--- src/rtl/mrc_pkg.sv ---
package mrc_pkg;

   // sizing
   localparam int MAX_WORDS_DEFAULT = 16;
   localparam int CSR_INDEX_W       = 1;
   localparam int CSR_DATA_W        = 8;
   localparam logic [8:0] POS_MAX   = 9'd511;

   // byte positions of the header fields
   localparam logic [8:0] POS_ADDRESS   = 9'd0;
   localparam logic [8:0] POS_FUNCTION  = 9'd1;
   localparam logic [8:0] POS_EXCEPTION = 9'd2;
   localparam logic [8:0] POS_MIN_WORDS = 9'd5;

   // crc-16 constants
   localparam logic [15:0] CRC_INIT = 16'hFFFF;
   localparam logic [15:0] CRC_POLY = 16'hA001;

   // function and exception codes
   localparam logic [6:0] FUNC_READ        = 7'h03;
   localparam logic [7:0] EXC_FLAG         = 8'h80;
   localparam logic [7:0] EXC_NACK         = 8'h07;
   localparam logic [7:0] EXC_BUSY         = 8'h06;
   localparam logic [7:0] EXC_UNSUPPORTED  = 8'h01;
   localparam logic [7:0] EXC_ILLEGAL_DATA = 8'h03;

   // configuration register indexes
   localparam logic [CSR_INDEX_W-1:0] CSR_NODE_ADDRESS      = 1'b0;
   localparam logic [CSR_INDEX_W-1:0] CSR_EXPECTED_FUNCTION = 1'b1;

   // status codes
   localparam logic [3:0] STATUS_OK           = 4'd0;
   localparam logic [3:0] STATUS_CRC          = 4'd1;
   localparam logic [3:0] STATUS_ADDRESS      = 4'd2;
   localparam logic [3:0] STATUS_NACK         = 4'd3;
   localparam logic [3:0] STATUS_BUSY         = 4'd4;
   localparam logic [3:0] STATUS_UNSUPPORTED  = 4'd5;
   localparam logic [3:0] STATUS_ILLEGAL_DATA = 4'd6;
   localparam logic [3:0] STATUS_UNKNOWN      = 4'd7;
   localparam logic [3:0] STATUS_FUNCTION     = 4'd8;

   // result kinds
   localparam logic KIND_WORD   = 1'b0;
   localparam logic KIND_STATUS = 1'b1;

   typedef struct packed {
      logic [7:0] rx_byte;
      logic       end_of_frame;
   } req_type;

   typedef struct packed {
      logic        item_kind;
      logic [15:0] word_value;
      logic [3:0]  word_index;
      logic [3:0]  status_code;
      logic        last_result;
   } rsp_type;

   // header and crc state handed from the parser to the emitter
   typedef struct packed {
      logic [15:0] crc;
      logic [8:0]  position;
      logic [7:0]  address;
      logic [7:0]  func;
      logic [7:0]  exception;
   } frame_type;

   typedef enum logic [2:0] {
      EM_COLLECT,
      EM_VERDICT,
      EM_READ,
      EM_WORD,
      EM_STATUS
   } emit_state_type;

   // one byte through the reflected crc-16, lsb first
   function automatic logic [15:0] crc16_byte(input logic [15:0] crc_value,
                                             input logic [7:0] data);
      logic [15:0] acc;
      acc = crc_value;
      for (int i = 0; i < 8; i++) begin
         if (acc[0] ^ data[i]) begin
            acc = (acc >> 1) ^ CRC_POLY;
         end else begin
            acc = acc >> 1;
         end
      end
      return acc;
   endfunction

endpackage

--- src/rtl/mrc_emitter.sv ---
module mrc_emitter #(
   parameter int MAX_WORDS = mrc_pkg::MAX_WORDS_DEFAULT,
   localparam int ADDR_W = (MAX_WORDS > 1) ? $clog2(MAX_WORDS) : 1
) (
   input  logic               clock,
   input  logic               reset,
   input  logic               eof_accept,
   input  mrc_pkg::frame_type frame,
   input  logic [7:0]         node_address,
   input  logic [6:0]         expected_function,
   output logic               collect,
   output logic               clear,
   output logic               ram_read_enable,
   output logic [ADDR_W-1:0]  ram_read_address,
   input  logic [15:0]        ram_read_data,
   output logic               rsp_valid,
   input  logic               rsp_ready,
   output mrc_pkg::rsp_type   rsp_data
);

   localparam int CNT_W = $clog2(MAX_WORDS + 1);
   localparam logic [7:0] MAX_WORDS_8 = 8'(MAX_WORDS);

   mrc_pkg::emit_state_type state_ff, state_in;
   logic [3:0]       status_ff, status_in;
   logic [CNT_W-1:0] count_ff, count_in;
   logic [CNT_W-1:0] k_ff, k_in;
   logic             rsp_valid_ff, rsp_valid_in;
   mrc_pkg::rsp_type rsp_data_ff, rsp_data_in;
   logic             out_free;
   logic [3:0]       verdict;
   logic [7:0]       pairs;
   logic [7:0]       exc_func;

   assign out_free = !rsp_valid_ff || rsp_ready;
   assign exc_func = {1'b0, expected_function} | mrc_pkg::EXC_FLAG;

   // verdict from the stored header and crc residue
   always_comb begin
      priority if (frame.crc != 16'd0) begin
         verdict = mrc_pkg::STATUS_CRC;
      end else if (frame.address != node_address) begin
         verdict = mrc_pkg::STATUS_ADDRESS;
      end else if (frame.func == exc_func) begin
         priority if (frame.exception == mrc_pkg::EXC_NACK) begin
            verdict = mrc_pkg::STATUS_NACK;
         end else if (frame.exception == mrc_pkg::EXC_BUSY) begin
            verdict = mrc_pkg::STATUS_BUSY;
         end else if (frame.exception == mrc_pkg::EXC_UNSUPPORTED) begin
            verdict = mrc_pkg::STATUS_UNSUPPORTED;
         end else if (frame.exception == mrc_pkg::EXC_ILLEGAL_DATA) begin
            verdict = mrc_pkg::STATUS_ILLEGAL_DATA;
         end else begin
            verdict = mrc_pkg::STATUS_UNKNOWN;
         end
      end else if (frame.func != {1'b0, expected_function}) begin
         verdict = mrc_pkg::STATUS_FUNCTION;
      end else begin
         verdict = mrc_pkg::STATUS_OK;
      end
   end

   // whole byte pairs between the header and the crc
   assign pairs = (frame.position >= mrc_pkg::POS_MIN_WORDS) ?
                  8'((frame.position - mrc_pkg::POS_MIN_WORDS) >> 1) : 8'd0;

   // next state and outputs
   always_comb begin
      state_in         = state_ff;
      status_in        = status_ff;
      count_in         = count_ff;
      k_in             = k_ff;
      collect          = 1'b0;
      clear            = 1'b0;
      ram_read_enable  = 1'b0;
      ram_read_address = k_ff[ADDR_W-1:0];
      rsp_valid_in     = rsp_valid_ff && !rsp_ready;
      rsp_data_in      = rsp_data_ff;
      unique case (state_ff)
         mrc_pkg::EM_COLLECT: begin
            collect = 1'b1;
            if (eof_accept) begin
               state_in = mrc_pkg::EM_VERDICT;
            end
         end
         mrc_pkg::EM_VERDICT: begin
            clear     = 1'b1;
            status_in = verdict;
            k_in      = '0;
            if (verdict == mrc_pkg::STATUS_OK &&
                expected_function == mrc_pkg::FUNC_READ) begin
               count_in = (pairs > MAX_WORDS_8) ? CNT_W'(MAX_WORDS) : CNT_W'(pairs);
            end else begin
               count_in = '0;
            end
            state_in = (count_in != '0) ? mrc_pkg::EM_READ : mrc_pkg::EM_STATUS;
         end
         mrc_pkg::EM_READ: begin
            ram_read_enable = 1'b1;
            state_in        = mrc_pkg::EM_WORD;
         end
         mrc_pkg::EM_WORD: begin
            if (out_free) begin
               rsp_valid_in            = 1'b1;
               rsp_data_in.item_kind   = mrc_pkg::KIND_WORD;
               rsp_data_in.word_value  = ram_read_data;
               rsp_data_in.word_index  = 4'(k_ff);
               rsp_data_in.status_code = mrc_pkg::STATUS_OK;
               rsp_data_in.last_result = 1'b0;
               k_in                    = k_ff + CNT_W'(1);
               state_in = (k_in == count_ff) ? mrc_pkg::EM_STATUS : mrc_pkg::EM_READ;
            end
         end
         mrc_pkg::EM_STATUS: begin
            if (out_free) begin
               rsp_valid_in            = 1'b1;
               rsp_data_in.item_kind   = mrc_pkg::KIND_STATUS;
               rsp_data_in.word_value  = 16'd0;
               rsp_data_in.word_index  = 4'd0;
               rsp_data_in.status_code = status_ff;
               rsp_data_in.last_result = 1'b1;
               state_in                = mrc_pkg::EM_COLLECT;
            end
         end
         default: begin
            state_in = mrc_pkg::EM_COLLECT;
         end
      endcase
   end

   // control registers
   always_ff @(posedge clock) begin
      if (reset) begin
         state_ff     <= mrc_pkg::EM_COLLECT;
         rsp_valid_ff <= 1'b0;
      end else begin
         state_ff     <= state_in;
         rsp_valid_ff <= rsp_valid_in;
      end
   end

   // payload registers
   always_ff @(posedge clock) begin
      status_ff   <= status_in;
      count_ff    <= count_in;
      k_ff        <= k_in;
      rsp_data_ff <= rsp_data_in;
   end

   assign rsp_valid = rsp_valid_ff;
   assign rsp_data  = rsp_data_ff;

endmodule

--- config.mk ---
export PLATFORM = sky130hd
export DESIGN_NAME = mrc_emitter
export DESIGN_NICKNAME = d
export VERILOG_FILES = /design/src/rtl/mrc_pkg.sv /design/src/rtl/mrc_emitter.sv
export SDC_FILE = /design/constraint.sdc
export NUM_CORES = 1
export LEC_CHECK = 0
export ABC_AREA = 1
export BUFFER_PORTS_ARGS = -buffer_cell sky130_fd_sc_hd__buf_4
export CORE_ASPECT_RATIO = 0.7
export CORE_UTILIZATION = 40
export DETAILED_ROUTE_END_ITERATION = 8
export PLACE_DENSITY_LB_ADDON = 0.3
export SETUP_SLACK_MARGIN = 0.5
export SLEW_MARGIN = 15
export SYNTH_ARGS = -nofsm -noshare
export SYNTH_HDL_FRONTEND = slang
export SYNTH_SLANG_ARGS = --single-unit
--- constraint.sdc ---
create_clock -name clock -period 3.85 [get_ports clock]
set_input_delay 0 -clock clock [delete_from_list [all_inputs] [get_ports clock]]
set_output_delay 0 -clock clock [all_outputs]
set_load 0.05 [all_outputs]
==> metrics.yaml, run 1 <==
drt:
  first_iter_violations: 100
  route.detailed.drc: 0
  drt-total-wl_mm: 6.22
  num_vias: 2683
  firstDrtPassIters: 4
  topRoutingLayerUsed: "met4"
  dr_wl_met3_um: 264
  wl_per_cell_um: 10.2
  ant_nets: 0
  via_per_inst: 4.41
  met1Wirelength_mm: 2.93
  dr_wl_met2_mm: 2.94
setup_path:
  cp_common_cell: "nor2_1"
  cp_num_buf_inv: 1
  cpMaxStageDelayCell: "nor2_4"
  crit_chain: "nor2_1 > nand2_1 > inv_1 > nor2_1 > nor2_4"
  cpLargestDelayFamily: "simple AND/OR/NAND/NOR gates"
  start_kind: "flop"
  crit_required_ns: 3.78
  crit_fanout: 25
  critPathArrivalTime_ns: 2.13
  crit_type: "reg -> reg"
  worst_setup_path_end_kind: "flop"
  r2r-start: "state_ff[1]$_SDFFE_PP0P_"
  worst_path_largest_cell_delay_ns: 0.57
  crit_start: "state_ff[1]$_SDFFE_PP0P_"
layout:
  instances_no_fill: 609
  area_delta_synth_final_pct: 41.8
  num_antenna_cells: 0
  final_util_pct: 58.9
  fillers: 606
  fin_nets: 601
  drive_gt1_share_pct: 29.5
synthesis:
  syn_nets: 473
  synth_area_leaders: "edfxtp_1 (42%), nand2_1 (14%), nor2_1 (11%)"
  ys_seq_area_share_pct: 44.4
  yosysTopAreaCellShare_pct: 41.5
  post-synth-top-area-cell: "edfxtp_1"
  netlist_instances: 386
  ys.warnings.count: 0
  async_reset_ff_share_pct: 0
  synth.distinct_cells: 32
  synth-main-ff-cell: "edfxtp_1"
  synth_edf_count: 39
  avgSynthCellArea_um2: 7.31
  ys_seq_elements: 43
  synthesis.area_um2: 2820
timing:
  fin_crit_ns: 2.20
  final_max_slew_viol_count: 0
  max_slew_margin_pct: 54.7
  timing.hold.ws_ns: 0.00720
  report.final.setup_viol: 0
  final-hold-violation-count: 0
  layout_worst_path_cycle_share_pct: 57.1
  setup_tns_ns: 0
  tightest_slew_ns: 0.679
  max_freq_mhz: 455
  fin_skew_ns: 0.00794
  rsz0062_at_grt: "no"
clocking:
  cts_root_buf: "clkbuf_8"
  h-tree-depth: 2
  cts_resized: 0
  clock_latency_ns: 0.30
  cts_tree: "done"
  cts_sinks: 43
  path_clk_slew_ns: 0.08
  max-clock-path-buffers: 2
  cts_setup_buffers: 0
  cts_made_buffers: 5
  holdBufCountCts: 9
global_route:
  antenna_found_initial: 0
  track_usage_pct: 17.6
  overflow: 0
  grt_pass1_wl_mm: 10.2
  grt_max_degree: 26
  grt_pass1_vias: 2515
place:
  dp.cells: 591
  dp_hpwl_mm: 5.02
  port_buffers: 117
  gp_congestion: 0.823
flow_run:
  timing.max_cap.violations: 0
pwr:
  power_density_nw_per_um2: 300
  power.total_uw: 1200
  max-vdd-ir-drop_uv: 162
  cellLeakagePower_uw: 0.00206
floorplan:
  die-area_um2: 7400
  coreArea_um2: 6790
  initial_core_util_pct: 41.5
  die_y_um: 72.3
  die_w_um: 102
  io-pin-count: 118
  rows: 25
outcome:
  status: "completed"
worst_hold_path:
  hold_class: "in -> reg"
  worstHoldStart: "ram_read_data[11]"
## placed cells by master (no fill, tap or decap), types with 4 or more instances in the layout
cell type | synthesis | layout
dlygate4sd3_1 | 0 | 10
xnor2_1 | 5 | 5
inv_1 | 79 | 79
nor2_1 | 80 | 79
buf_4 | 5 | 118
nor2_4 | 5 | 6
inv_2 | 7 | 7
edfxtp_1 | 39 | 39
xor2_1 | 6 | 6
clkbuf_8 | 0 | 5
nand3_1 | 14 | 14
nor3_1 | 4 | 4
nand2_1 | 102 | 102
dfxtp_1 | 4 | 4
a21oi_1 | 7 | 7
## area by class of cell
type	count	area (um^2)	area share, %
flip-flops and latches	43	1250	31.3
multi-input cells	250	1210	30.2
repair buffers	128	986	24.7
inverters	86	323	8.07
well taps	94	118	2.94
clock buffers	5	68.8	1.72
clock inverters	3	43.8	1.10
## layer usage
metal,vias up,track usage [%]
li1,1419,-
met4,0,5.87
met3,8,4.24
met1,1192,21.5
met2,64,30.7
met5,-,0
## logic make-up (layout without fill, tap and decap cells)
family	count (synthesis)	in the layout	synth area share, %
xor+xnor	11	11	3.42
fa+ha+maj	3	3	1.33
compound gates	14	14	3.59
simple gates	222	222	34.3
flops	43	43	44.4
buf+inv	93	222	13.0
## worst paths after layout
kind	to	slack, ns	cells after the start
worst max register to register	rsp_data[10]$_SDFFCE_PP0P_	1.65	5
worst min register to register	rsp_data[3]$_SDFFCE_PN0P_	0.56	2
worst max-delay path	rsp_data[10]$_SDFFCE_PP0P_	1.65	5
worst min-delay path	rsp_data[20]$_SDFFCE_PP0P_	0.007	3
## worst register-to-register path, cell delays in order, from the launching register on
cell and delay, ns:
dfxtp_1 0.34, nor2_1 0.10, nand2_1 0.11, inv_1 0.52, nor2_1 0.19, nor2_4 0.57
## sequential cells by signal, summed over array words and instances, names as in the netlist
name,cells
state_ff,3
rsp_valid,1
k_ff,5
rsp_data,25
count_ff,5
status_ff,4
## Yosys cell counts (2+ instances only)
library cell	count
a21oi_1	7
buf_4	5
dfxtp_1	4
edfxtp_1	39
ha_1	3
inv_1	79
inv_2	7
nand2_1	102
nand2_2	3
nand3_1	14
nand3_2	3
nor2_1	80
nor2_2	2
nor2_4	5
nor3_1	4
nor4_1	3
o21bai_1	2
xnor2_1	5
xor2_1	6
## power breakdown
part / total (uW) / switching [uW] / leakage [uW] / internal (uW)
combinational: 300 / 172 / 0.00160 / 128
clock: 351 / 158 / 0.0000581 / 193
sequential: 547 / 11.6 / 0.000399 / 535
## stage by stage
| step | worst slack, ns | instance area, um^2 |
|---|---|---|
| after CTS | 1.24 | 3980 |
| final | 1.65 | 4000 |
| after detailed placement | 1.24 | 3780 |
| after global routing | 1.40 | 4000 |
| after global placement | 1.39 | 3780 |
| after floorplan | 0.912 | 2820 |
Note: power is estimated with default switching activity, not from simulation.
==> run 2, diff against run 1 <==
==> constraint.sdc (replaced) <==
create_clock -name clock -period 1.9 [get_ports clock]
set_input_delay 0 -clock clock [delete_from_list [all_inputs] [get_ports clock]]
set_output_delay 0 -clock clock [all_outputs]
set_load 0.05 [all_outputs]
==> run 2 against run 1 <==
- utilization increased by 2.8 points
- cell area grew 4.8%
- hold slack lost 0.0046 ns
- critical path type unchanged
- largest power group unchanged
- highest routed layer unchanged
==> metrics.yaml, run 2 (synthesis gave the netlist of run 1 again) <==
drt:
  ant_nets: 0  # unchanged
  num_vias: 2761  # +2.9%
  first_iter_violations: 64  # -36%
  via_per_inst: 4.47  # +1.4%
  dr_wl_met2_mm: 3.22  # +9.5%
  dr_wl_met3_um: 349  # +32%
  firstDrtPassIters: 4  # unchanged
  drt-total-wl_mm: 6.72  # +8.0%
  wl_per_cell_um: 10.9  # +6.5%
  topRoutingLayerUsed: "met4"
  met1Wirelength_mm: 3.09  # +5.5%
  route.detailed.drc: 0  # unchanged
global_route:
  antenna_found_initial: 0  # unchanged
  grt_pass1_vias: 2422  # -3.7%
  track_usage_pct: 17.6  # -0.047 points
  overflow: 0  # unchanged
  grt_max_degree: 26  # unchanged
  grt_pass1_wl_mm: 10.2  # -0.27%
floorplan:
  die_w_um: 102  # unchanged
  coreArea_um2: 6790  # unchanged
  rows: 25  # unchanged
  die_y_um: 72.3  # unchanged
  initial_core_util_pct: 41.5  # unchanged
  io-pin-count: 118  # unchanged
  die-area_um2: 7400  # unchanged
timing:
  timing.hold.ws_ns: 0.00256  # -0.00463 ns
  fin_skew_ns: 0.00476  # -0.00318 ns
  report.final.setup_viol: 0  # unchanged
  setup_tns_ns: 0  # unchanged
  final-hold-violation-count: 0  # unchanged
  tightest_slew_ns: 0.404  # -0.276 ns
  max_freq_mhz: 582  # +28%
  rsz0062_at_grt: "yes"
  fin_ws_ns: 0.181  # -1.47 ns
  final_max_slew_viol_count: 0  # unchanged
  max_slew_margin_pct: 72.9  # +18 points
  layout_worst_path_cycle_share_pct: 90.5  # +33 points
  fin_crit_ns: 1.72  # -0.479 ns
setup_path:
  worst_setup_path_end_kind: "flop"
  cp_num_buf_inv: 0  # -1
  crit_start: "k_ff[1]$_SDFFCE_PP0P_"
  r2r-start: "k_ff[1]$_SDFFCE_PP0P_"
  crit_chain: "ha_2 > nand3_2 > xor2_2 > xnor2_1 > a21oi_1 > and2_1 > nor2_1 > nor2_1 > nand2_1 > nand2_1 > a21oi_1"
  start_kind: "flop"
  worst_path_largest_cell_delay_ns: 0.40  # -0.17 ns
  reg2regPathDepth: 11  # +6
  critPathArrivalTime_ns: 1.94  # -0.19 ns
  cpLargestDelayFamily: "simple AND/OR/NAND/NOR gates"
  r2r_end: "state_ff[1]$_SDFFE_PP0P_"
  crit_fanout: 3  # -88%
  crit_required_ns: 2.13  # -1.65 ns
  crit_type: "reg -> reg"
  r2r_slack_ns: 0.18  # -1.47 ns
  cpMaxStageDelayCell: "edfxtp_1"
place:
  pre_cts_slack_ns: 0.109  # -1.13 ns
  gp_congestion: 0.895  # +8.8%
  dp_hpwl_mm: 5.14  # +2.4%
  port_buffers: 117  # unchanged
  place_area_um2: 3860  # +2.2%
clocking:
  path_clk_slew_ns: 0.08  # about the same
  clock_latency_ns: 0.29  # about the same
  h-tree-depth: 2  # unchanged
  cts_root_buf: "clkbuf_8"
  cts_made_buffers: 5  # unchanged
  cts_tree: "done"
  max-clock-path-buffers: 2  # unchanged
  cts_sinks: 43  # unchanged
layout:
  num_antenna_cells: 0  # unchanged
  area_delta_synth_final_pct: 48.5
  final_cell_mix: "buf_4 (129), nand2_1 (96), nor2_1 (73)"
  fin_nets: 610  # +1.5%
  fillers: 552  # -8.9%
  design_area_um2: 4190  # +4.8%
  drive_gt1_share_pct: 38.4  # +8.8 points
  largest_reg_flops: 25  # unchanged
  regArea_um2: 1250  # about the same
  final_common_cell: "buf_4"
  multi_input_area_um2: 1350  # +12%
outcome:
  status: "completed"
pwr:
  cellLeakagePower_uw: 0.00211  # +2.6%
  max-vdd-ir-drop_uv: 300  # +85%
  power_density_nw_per_um2: 559  # +87%
worst_hold_path:
  hold_class: "in -> reg"
  worstHoldStart: "ram_read_data[0]"
  hold_path_depth: 3  # unchanged
  min_to: "rsp_data[9]$_SDFFCE_PP0P_"
flow_run:
  timing.max_cap.violations: 0  # unchanged
## run 2: cell count changes in the layout (fill, tap and decap cells not counted), sizes merged
cell         previous run  this run
clkinv                  2         1
bufinv                  1         0
buf                   118       133
clkinvlp                0         1
dlygate4sd3            10         4
clkbuf                  5         6
## run 2: layer usage
metal	up-vias	track usage (%)
li1	1435	-
met1	1231	22.8
met2	86	30.2
met3	9	4.14
met4	0	3.49
met5	-	0
## run 2: tightest hold or removal path, delay by kind of cell
kind,cells,cell delay (ns)
buffers and inverters,2,0.11
and+or+nand+nor,1,0.08
## run 2: how the worst max path moves through the flow
stage	to	slack [ns]	depth (start not counted)
after floorplan	k_ff[0]$_SDFFCE_PP0P_	0.20	3
after global placement	state_ff[1]$_SDFFE_PP0P_	0.21	11
after detailed placement	state_ff[1]$_SDFFE_PP0P_	0.11	11
after CTS	state_ff[1]$_SDFFE_PP0P_	0.20	11
after global routing	state_ff[1]$_SDFFE_PP0P_	0.05	11
final	state_ff[1]$_SDFFE_PP0P_	0.18	11
## run 2: layout make-up
cell class                      instances  share of cell area [%]
Sequential cell                        43                    29.9
Multi-Input combinational cell        250                    32.2
Clock inverter                          2                   0.299
Tap cell                               94                    2.81
Timing Repair Buffer                  137                    25.4
Clock buffer                            6                    1.73
Inverter                               86                    7.71
## run 2: power breakdown
part           internal (uW)  leakage (uW)  switching, uW
Combinational            290       0.00167            376
Clock                    257     0.0000412            307
Sequential              1090      0.000399           25.3
## run 2: repair_timing
| item | 4_1_cts | 5_1_grt |
|---|---|---|
| endpoints found under the hold margin | 6 | 1 |
| endpoints found under the setup margin | 35 | 45 |
| hold buffers | 3 | 1 |
| resized for setup | 3 | 31 |
| setup buffers | 4 | 8 |
| pin swaps | 2 | 18 |
## run 2: stage by stage
| step | util [%] | cells | total power (uW) |
|---|---|---|---|
| floorplan | - | 386 | 1490 |
| global placement | 56.9 | 594 | 1730 |
| detailed placement | 56.9 | 594 | 1750 |
| CTS | 59.4 | 609 | 2320 |
| global route | 61.7 | 618 | 2450 |
| finish | 61.7 | 618 | 2340 |
